===== src/design/upd_pkg.sv =====
// shared types, constants and hex helpers for the uri percent decoder
package upd_pkg;

    localparam logic [7:0] PCT_CHAR = 8'h25;
    localparam int unsigned MAX_RESULTS = 3;

    typedef enum logic [1:0] {
        PHASE_IDLE  = 2'd0,
        PHASE_PCT   = 2'd1,
        PHASE_DIGIT = 2'd2
    } phase_t;

    typedef struct packed {
        logic [7:0] char_in;
        logic       is_final;
    } in_item_t;

    typedef struct packed {
        logic [7:0] char_out;
        logic       run_end;
        logic       text_end;
    } out_item_t;

    typedef struct packed {
        logic [1:0]                         count;
        logic [MAX_RESULTS-1:0][7:0]        bytes;
        phase_t                             next_phase;
        logic [7:0]                         next_held;
    } dec_result_t;

    function automatic logic is_hex(input logic [7:0] c);
        return ((c >= 8'h30) && (c <= 8'h39)) ||
               ((c >= 8'h61) && (c <= 8'h66)) ||
               ((c >= 8'h41) && (c <= 8'h46));
    endfunction

    function automatic logic [3:0] hex_val(input logic [7:0] c);
        logic [7:0] v;
        v = 8'h00;
        if ((c >= 8'h30) && (c <= 8'h39)) begin
            v = c - 8'h30;
        end else if ((c >= 8'h61) && (c <= 8'h66)) begin
            v = c - 8'h57;
        end else if ((c >= 8'h41) && (c <= 8'h46)) begin
            v = c - 8'h37;
        end
        return v[3:0];
    endfunction

endpackage


===== src/design/upd_decode.sv =====
// escape decode for one item: result bytes, count and next escape state
module upd_decode (
    input  upd_pkg::phase_t      phase,
    input  logic [7:0]           held,
    input  upd_pkg::in_item_t    item,
    output upd_pkg::dec_result_t res
);
    import upd_pkg::*;

    logic [7:0] b;
    logic       fin;
    logic       b_hex;
    logic [1:0] pre_cnt;
    logic [7:0] pre0;
    logic [7:0] pre1;
    logic       do_fresh;
    logic       fresh_emit;

    assign b     = item.char_in;
    assign fin   = item.is_final;
    assign b_hex = is_hex(b);

    always_comb begin
        res            = '0;
        res.next_phase = PHASE_IDLE;
        res.next_held  = held;
        pre_cnt        = 2'd0;
        pre0           = PCT_CHAR;
        pre1           = held;
        do_fresh       = 1'b1;
        fresh_emit     = 1'b0;

        unique case (phase)
            PHASE_PCT: begin
                if (b_hex && !fin) begin
                    do_fresh       = 1'b0;
                    res.next_phase = PHASE_DIGIT;
                    res.next_held  = b;
                end else begin
                    pre_cnt = 2'd1;
                end
            end
            PHASE_DIGIT: begin
                if (b_hex && is_hex(held)) begin
                    do_fresh = 1'b0;
                    pre_cnt  = 2'd1;
                    pre0     = {hex_val(held), hex_val(b)};
                end else begin
                    pre_cnt = 2'd2;
                end
            end
            default: begin
                pre_cnt = 2'd0;
            end
        endcase

        if (do_fresh) begin
            if ((b == PCT_CHAR) && !fin) begin
                res.next_phase = PHASE_PCT;
            end else begin
                fresh_emit = 1'b1;
            end
        end

        res.bytes[0] = pre0;
        res.bytes[1] = pre1;
        res.bytes[2] = b;
        if (pre_cnt == 2'd0) begin
            res.bytes[0] = b;
        end else if (pre_cnt == 2'd1) begin
            res.bytes[1] = b;
        end
        res.count = pre_cnt + {1'b0, fresh_emit};

        if (fin) begin
            res.next_phase = PHASE_IDLE;
        end
    end

endmodule


===== src/design/uri_percent_decoder_core.sv =====
// top level of the streaming uri percent decoder
//
// input channel s_valid/s_ready/s_item carries one raw byte per item with a
// flag on the byte that ends the text; output channel m_valid/m_ready/m_item
// carries decoded bytes, run_end on the last result of each input item and
// text_end on the last result of the text.
// an accepted item sits in an input register; the decode logic works on it
// and its results are loaded one per cycle into the output register while the output is not stalled.
// the first result of an item goes straight from the input register into
// the output register, with no other register between them.
// an item that gives zero or one result frees the input register once its
// result, if any, is loaded, so such items stream at one per cycle unless the
// output stalls; an item with more results (at most three) holds it until its
// last result is loaded into the single output register, one result per cycle.
// reset (aresetn low at a clock edge) drops any pending item and result and
// clears the escape state.
// when the receiver stalls the output register holds its result, the input
// register fills and s_ready falls until results drain.
module uri_percent_decoder_core (
    input  logic               aclk,
    input  logic               aresetn,
    input  logic               s_valid,
    output logic               s_ready,
    input  upd_pkg::in_item_t  s_item,
    output logic               m_valid,
    input  logic               m_ready,
    output upd_pkg::out_item_t m_item
);
    import upd_pkg::*;

    logic        stage_valid_reg;
    in_item_t    stage_item_reg;
    logic [1:0]  idx_reg;
    phase_t      phase_reg;
    logic [7:0]  held_reg;
    logic        m_valid_reg;
    out_item_t   m_item_reg;

    dec_result_t dec;
    logic        out_load;
    logic        last_load;
    logic        stage_done;
    out_item_t   m_item_next;

    upd_decode u_decode (
        .phase (phase_reg),
        .held  (held_reg),
        .item  (stage_item_reg),
        .res   (dec)
    );

    assign out_load   = stage_valid_reg && (dec.count != 2'd0) && (!m_valid_reg || m_ready);
    assign last_load  = (idx_reg == (dec.count - 2'd1));
    assign stage_done = stage_valid_reg && ((dec.count == 2'd0) || (out_load && last_load));
    assign s_ready    = !stage_valid_reg || stage_done;

    always_comb begin
        m_item_next.char_out = dec.bytes[idx_reg];
        m_item_next.run_end  = last_load;
        m_item_next.text_end = last_load && stage_item_reg.is_final;
    end

    always_ff @(posedge aclk) begin
        if (!aresetn) begin
            stage_valid_reg <= 1'b0;
            idx_reg         <= 2'd0;
            phase_reg       <= PHASE_IDLE;
            held_reg        <= 8'h00;
            m_valid_reg     <= 1'b0;
        end else begin
            if (s_valid && s_ready) begin
                stage_valid_reg <= 1'b1;
            end else if (stage_done) begin
                stage_valid_reg <= 1'b0;
            end
            if (stage_done) begin
                phase_reg <= dec.next_phase;
                held_reg  <= dec.next_held;
                idx_reg   <= 2'd0;
            end else if (out_load) begin
                idx_reg <= idx_reg + 2'd1;
            end
            if (out_load) begin
                m_valid_reg <= 1'b1;
            end else if (m_ready) begin
                m_valid_reg <= 1'b0;
            end
        end
    end

    always_ff @(posedge aclk) begin
        if (s_valid && s_ready) begin
            stage_item_reg <= s_item;
        end
        if (out_load) begin
            m_item_reg <= m_item_next;
        end
    end

    assign m_valid = m_valid_reg;
    assign m_item  = m_item_reg;

endmodule


===== config.mk =====
export PLATFORM = sky130hd
export DESIGN_NAME = uri_percent_decoder_core
export DESIGN_NICKNAME = d
export VERILOG_FILES = /design/src/design/upd_pkg.sv /design/src/design/upd_decode.sv /design/src/design/uri_percent_decoder_core.sv
export SDC_FILE = /design/constraint.sdc
export NUM_CORES = 1
export LEC_CHECK = 0
export ABC_AREA = 1
export BUFFER_PORTS_ARGS = -buffer_cell sky130_fd_sc_hd__buf_2
export CORE_ASPECT_RATIO = 1.4
export CORE_MARGIN = 2
export CORE_UTILIZATION = 50
export DETAILED_ROUTE_END_ITERATION = 6
export HOLD_SLACK_MARGIN = 0.08
export PLACE_DENSITY = 0.77
export SYNTH_ARGS = -nofsm -noshare
export SYNTH_HDL_FRONTEND = slang
export SYNTH_SLANG_ARGS = --single-unit

===== constraint.sdc =====
create_clock -name aclk -period 3.7 [get_ports aclk]
set_input_delay 0.555 -clock aclk [delete_from_list [all_inputs] [get_ports aclk]]
set_output_delay 0.555 -clock aclk [all_outputs]
set_load 0.02 [all_outputs]

* Yosys cells after proc, flatten, opt, wreduce, memory -nomap -nowiden
Cells that the tools add are included.
Storage, ports and cells: flip-flop bits (word level) 33, bits in latches 0, memory bits (writable) 0, ROM bits 0, input bits 13, word-level logic and storage cells 100, memories 0
Cells by class: add/subtract/negate cells 9, $mul 0, divide/modulo/power cells 0, order comparisons 13, eq/ne operators 5, shift operators 0, multiplexer cells 30, bitwise operators 1, reductions and logical operators 32
Operators with widths (count):
- 8-bit two-way mux | 6
- 8-bit by 7-bit greater-or-equal comparator with 1-bit output (second input constant) | 4
- 8-bit by 7-bit <= comparator with 1-bit output (second input constant) | 4
- 4-bit two-way mux | 6
- 10-bit two-way mux | 2
- 8-bit binary-select mux with 2-bit select | 1
- 8-bit by 6-bit greater-or-equal comparator with 1-bit output (second input constant) | 2
- 8-bit by 6-bit <= comparator with 1-bit output (second input constant) | 2
- 4-bit by 3-bit subtractor with 4-bit output (second input constant) | 4
- 1-bit logical AND | 15
- 1-bit two-way mux | 9
- 8-bit by 6-bit equality test with 1-bit output (second input constant) | 1
- 2-bit two-way mux | 4
- 4-bit by 1-bit subtractor with 4-bit output (second input constant) | 2
- 1-bit logical OR | 7
- 2-bit nonzero test | 3
- 2-bit by 1-bit equality test with 1-bit output (second input constant) | 2
- 2-bit zero test | 2
- 2-bit one-hot mux with 2 select lines | 1
- 1-bit zero test | 3
- 2-bit by 3-bit less-than comparator with 1-bit output (second input constant) | 1
- 3-bit AND reduction | 1
- 2-bit by 1-bit adder with 2-bit output | 1
- 2-bit by 1-bit adder with 2-bit output (second input constant) | 1
- 6 further kinds | 6

* Depth between registers and ports, before layout
word-level depth 18, gate-level depth with buffers 26

* Cells and area by module
A second synthesis with hierarchy kept.
Unflattened totals: cells, all modules 360, area, all modules 2555.0 um2
By module, submodules not included:
- uri_percent_decoder_core | instances 1, cells each 159, area an instance 1433.9 um2
- upd_decode | instances 1, cells each 201, area an instance 1121.1 um2

* Least setup slack after synthesis
No wires, ideal clock.
kind register to register, start point register stage_item_reg[1] in the netlist's numbering, end point register stage_item_reg[0] in the netlist's numbering (enable), library setup time 0.378 ns, arrival 3.256 ns, setup slack 0.066 ns, stages on the path, launching flop included 20, cell sequence edfxtp_1 -> inv_1 -> ha_1 -> a21oi_2 -> o21ai_1 -> nand2_2 -> nand2_4 -> a21oi_4 -> nor2_2 -> nand2_1 -> o31ai_1 -> inv_1 -> ha_1 -> inv_1 -> ha_1 -> nor2_1 -> nand2_1 -> inv_1 -> nand2_1 -> a21oi_1
On the way: longest elaborated chain between the ends 17
Ends and longest elaborated chain:
- start, declared | RTL line uri_percent_decoder_core.sv:32 | in_item_t stage_item_reg;
- start signal, assigned | RTL line uri_percent_decoder_core.sv:93 | stage_item_reg <= s_item;
- 8-bit by 6-bit greater-or-equal comparator with 1-bit output (tied with other cells) | RTL line upd_pkg.sv:32 | return ((c >= 8'h30) && (c <= 8'h39)) ||
- 1-bit logical AND (on tied branches) | RTL line upd_pkg.sv:32, upd_pkg.sv:33
- 1-bit logical OR | RTL line upd_pkg.sv:32
- 1-bit logical OR | RTL line upd_pkg.sv:33 | ((c >= 8'h61) && (c <= 8'h66)) ||
- 1-bit logical AND (on tied branches) | RTL line upd_decode.sv:44, upd_decode.sv:35
- 1-bit two-way mux (on tied branches) | RTL line upd_decode.sv:44, upd_decode.sv:35
- 1-bit one-hot mux with 2 select lines | RTL line upd_decode.sv:33 | unique case (phase)
- 1-bit two-way mux | RTL line upd_decode.sv:57 | if (do_fresh) begin
- 2-bit by 1-bit adder with 2-bit output (*) | RTL line upd_decode.sv:73 | res.count = pre_cnt + {1'b0, fresh_emit};
- 2-bit nonzero test (*) | RTL line uri_percent_decoder_core.sv:52 | assign out_load = stage_valid_reg && (dec.count != 2'd0) && (!m_valid_reg || m_ready);
- 1-bit logical AND (*) (2 in series) | RTL line uri_percent_decoder_core.sv:52
- named net out_load | RTL line uri_percent_decoder_core.sv:40 | logic out_load;
- 1-bit logical AND (*) | RTL line uri_percent_decoder_core.sv:54 | assign stage_done = stage_valid_reg && ((dec.count == 2'd0) || (out_load && last_load));
- 1-bit logical OR (*) | RTL line uri_percent_decoder_core.sv:54
- 1-bit logical AND (*) | RTL line uri_percent_decoder_core.sv:54
- 1-bit logical OR (*) | RTL line uri_percent_decoder_core.sv:55 | assign s_ready = !stage_valid_reg || stage_done;
- 1-bit logical AND (*) | RTL line uri_percent_decoder_core.sv:92 | if (s_valid && s_ready) begin
Mark *: on every way through the listed nets, which the timed path passes. The rest lies on a longest branch. A chain may end at the register's enable or synchronous reset.

* Final worst setup path
start point register stage_item_reg[5] in the netlist's numbering, end point output s_ready
RTL lines:
- 8-bit by 6-bit greater-or-equal comparator with 1-bit output (tied with other cells) | RTL line upd_pkg.sv:32
- 1-bit logical AND (on tied branches) | RTL line upd_pkg.sv:32, upd_pkg.sv:33
- 1-bit logical OR | RTL line upd_pkg.sv:32
- 1-bit logical OR | RTL line upd_pkg.sv:33
- 1-bit logical AND (on tied branches) | RTL line upd_decode.sv:44, upd_decode.sv:35
- 1-bit two-way mux (on tied branches) | RTL line upd_decode.sv:44, upd_decode.sv:35
- 1-bit one-hot mux with 2 select lines | RTL line upd_decode.sv:33
- 1-bit two-way mux | RTL line upd_decode.sv:57
- 2-bit by 1-bit adder with 2-bit output (*) | RTL line upd_decode.sv:73
- 2-bit by 1-bit subtractor with 2-bit output (*) | RTL line uri_percent_decoder_core.sv:53 | assign last_load = (idx_reg == (dec.count - 2'd1));
- 2-bit equality test (*) | RTL line uri_percent_decoder_core.sv:53
- named net last_load | RTL line uri_percent_decoder_core.sv:41 | logic last_load;
- 1-bit logical AND (*) | RTL line uri_percent_decoder_core.sv:54
- 1-bit logical OR (*) | RTL line uri_percent_decoder_core.sv:54
- 1-bit logical AND (*) | RTL line uri_percent_decoder_core.sv:54
- 1-bit logical OR (*) | RTL line uri_percent_decoder_core.sv:55
- end, declared | RTL line uri_percent_decoder_core.sv:23 | output logic s_ready,
Marks and branches as above.

==> flow_summary.toml <==
[setup_path]
slowest_delay_ps = 440
critPathSlowestCell = "edfxtp_1"
cp_top_family = "simple AND/OR/NAND/NOR gates"
r2r_cells = 23
cp.depth = 18
r2r_end = "held_reg[0]"
crit_path_max_fanout = 4
critPathLaunchType = "register"
rr_startpoint = "stage_item_reg[5]"
crit_required_ps = 3140
critPathBufInv = 3
r2r_setup_slack_ps = -90
crit_chain = "inv_2 > nand2_1 > nor2_1 > nand3_2 > nand2_4 > a21oi_4 > nor2_4 > nand2_2 > o31ai_2 > inv_1 > ha_4 > xnor2_4 > ha_4 > xnor2_4 > nor3_2 > nand2_1 > nand2_2 > buf_6"
cp.arrival_ps = 3270
worst_setup_path_end_kind = "output pin"
criticalPathCategory = "register to output pin"

[die]
rows = 27
dieWidth_um = 58.64
die_h_um = 80.49
start_util_pct = 52.42
die_area_sq_mm = 0.004720
ioPinCount = 25
core_sq_mm = 0.003986

[global_routing]
overflow = 0
grt_pass1_wl_um = 7755
grt_use_total_pct = 22.25
antenna_found_initial = 0
grt_start_max_net_pins = 17
grt_pass1_vias = 1746

[timing]
setup_viol = 9
hold_viol = 0
final.setup.worst_slack_ps = -128.5
fmax_mhz = 261.2
rsz0062_at_grt = "yes"
fin_crit_ps = 3828
min_period_over_period_pct = 103.5
final_max_slew_viol_count = 0
finClkSkew_ps = 11.69
relSlewSlack_pct = 64.87
tightest_slew_ps = 526.2
fin_setup_tns_ps = -724.8

[power]
p_leak_nw = 1.267
vdd_ir_drop_max_mv = 0.4675
total_power_uw = 894.9
power_density_mw_per_mm2 = 330.8

[routing]
wire_per_inst_um = 16.35
viasPerCell = 5.663
drtIter0Drc = 119
num_vias = 1999
wl_met2_um = 2898
drtPass1Iterations = 6
totalWireLength_um = 5770
highest_layer = "met4"
antenna_left = 0
wl_met3_um = 419
route.detailed.drc = 1
routedLengthMet1_um = 2147

[logic_synthesis]
syn_area_sq_mm = 0.002090
synthesis.instances = 262
synth_area_leaders = "edfxtp_1 (27%), dfxtp_1 (13%), nand2_1 (13%)"
synth_top_cell_by_area = "edfxtp_1"
ys_warn_count = 0
synth.distinct_cells = 33
ys_seq_area_share_pct = 40.72
avgSynthCellArea_sq_um = 7.975
netlist.area_leader.share_pct = 27.31
synth-seq-cells = 33
synth_nets = 286

[placement]
port_buffers = 24
dp_hpwl_um = 3692
dp.cells = 332
globalplace.congestion = 0.9224
placed_cell_area_sq_mm = 0.002300

[clocking]
numCtsBuffers = 5
cts.sinks = 33
htree_levels = 2
clk_pin_slew_ps = 70
ctsHoldBuffers = 0
clk_path_buf_depth = 2
cts_tree = "built"
clkLatencyLatePin_ps = 290
clock-root-buffer = "clkbuf_8"

[job]
max_cap_viol_count = 0

[min_path]
whs_endpoint = "stage_item_reg[4]"
min-delay-start = "s_item[4]"
hold_path_class = "primary input to register"
worstHoldPathCells = 1

[cells_and_area]
fin_nets = 333
final_area_sq_mm = 0.002705
antennaDiodeCount = 0
fin_cells = 353
fin_util_pct = 67.86
register_area_sq_um = 855.8
fillCellCount = 311
multi_input_area_sq_mm = 0.001220
syn2layout_area_growth_pct = 29.46
largest_reg_flops = 10
layout-drive-gt1-share_pct = 33.87

[outcome]
violations = "DRC, setup timing"
status = "complete, but fails checks"
==> final cells by class <==
type	count	area share, %
Clock buffer	6	2.683
Clock inverter	2	1.249
Inverter	38	5.458
Multi-Input combinational cell	186	45.10
Sequential cell	33	31.64
Tap cell	43	1.989
Timing Repair Buffer	45	11.89
==> cell usage after synthesis <==
cell type,number
nand2_1,74
inv_1,33
edfxtp_1,19
nor2_1,17
a21oi_1,15
dfxtp_1,14
nand3_1,13
o21ai_0,12
ha_1,11
o211ai_1,9
nand2_4,7
inv_2,4
nor3_1,4
o21ai_1,4
buf_2,2
buf_6,2
nand3_2,2
nor3_2,2
o21ai_2,2
xnor2_1,2
xor2_1,2
a21oi_2,1
a21oi_4,1
clkbuf_1,1
clkinv_1,1
nand2_2,1
nand3_4,1
nand3b_1,1
nand4_1,1
nor2_2,1
nor3b_4,1
nor4_1,1
o31ai_1,1
==> metal layers <==
metal / GRT usage, % / vias up
li1: - / 958
met1: 24.39 / 907
met2: 37.19 / 104
met3: 4.670 / 30
met4: 15.91 / 0
met5: 0 / -
==> metrics by stage <==
step           hold WS, ps  setup slack (ps)
6_report             431.0            -128.5
5_1_grt              426.3            -269.1
4_1_cts              435.6             10.38
3_5_place_dp         500.6             18.38
3_3_place_gp         499.5             51.16
2_1_floorplan        460.2             65.70
==> layout by cell type (no fill, tap or decap), types with 11 or more instances in the layout <==
master	instances
nand2_1	69
inv_1	26
buf_2	23
edfxtp_1	19
buf_4	17
nor2_1	16
dfxtp_1	12
nand3_1	11
==> kinds of logic (layout without fill, tap and decap cells) <==
kind of cell               Yosys count  in the layout  synth area share (%)
AOI/OAI and AO/OA                   45             45                 13.05
adders and majority gates           11             11                 6.587
and+or+nand+nor                    126            126                 29.40
xor gates and xnor gates             4              4                 1.677
buffers and inverters               43             91                 8.562
DFF                                 33             33                 40.72
==> what timing repair did <==
item,in CTS,in global routing
pin swaps,1,22
cloned,0,1
setup buffers,2,10
setup endpoints to repair,6,10
gates resized for setup,9,40
==> how the worst max path moves through the flow <==
stage,slack [ps],to,start
2_1_floorplan,70,stage_item_reg[0],stage_item_reg[1]
3_3_place_gp,50,held_reg[1],held_reg[0]
3_5_place_dp,20,held_reg[1],held_reg[0]
4_1_cts,10,s_ready,held_reg[0]
5_1_grt,-270,s_ready,stage_item_reg[2]
6_report,-130,s_ready,stage_item_reg[5]
==> report_power, final <==
group,internal [mW],switching [mW],total (mW)
registers,0.414,0.0168,0.431
logic,0.0488,0.0902,0.139
clock network,0.199,0.127,0.325
total,0.661,0.234,0.895
Note: power is estimated with default switching activity, not from simulation.
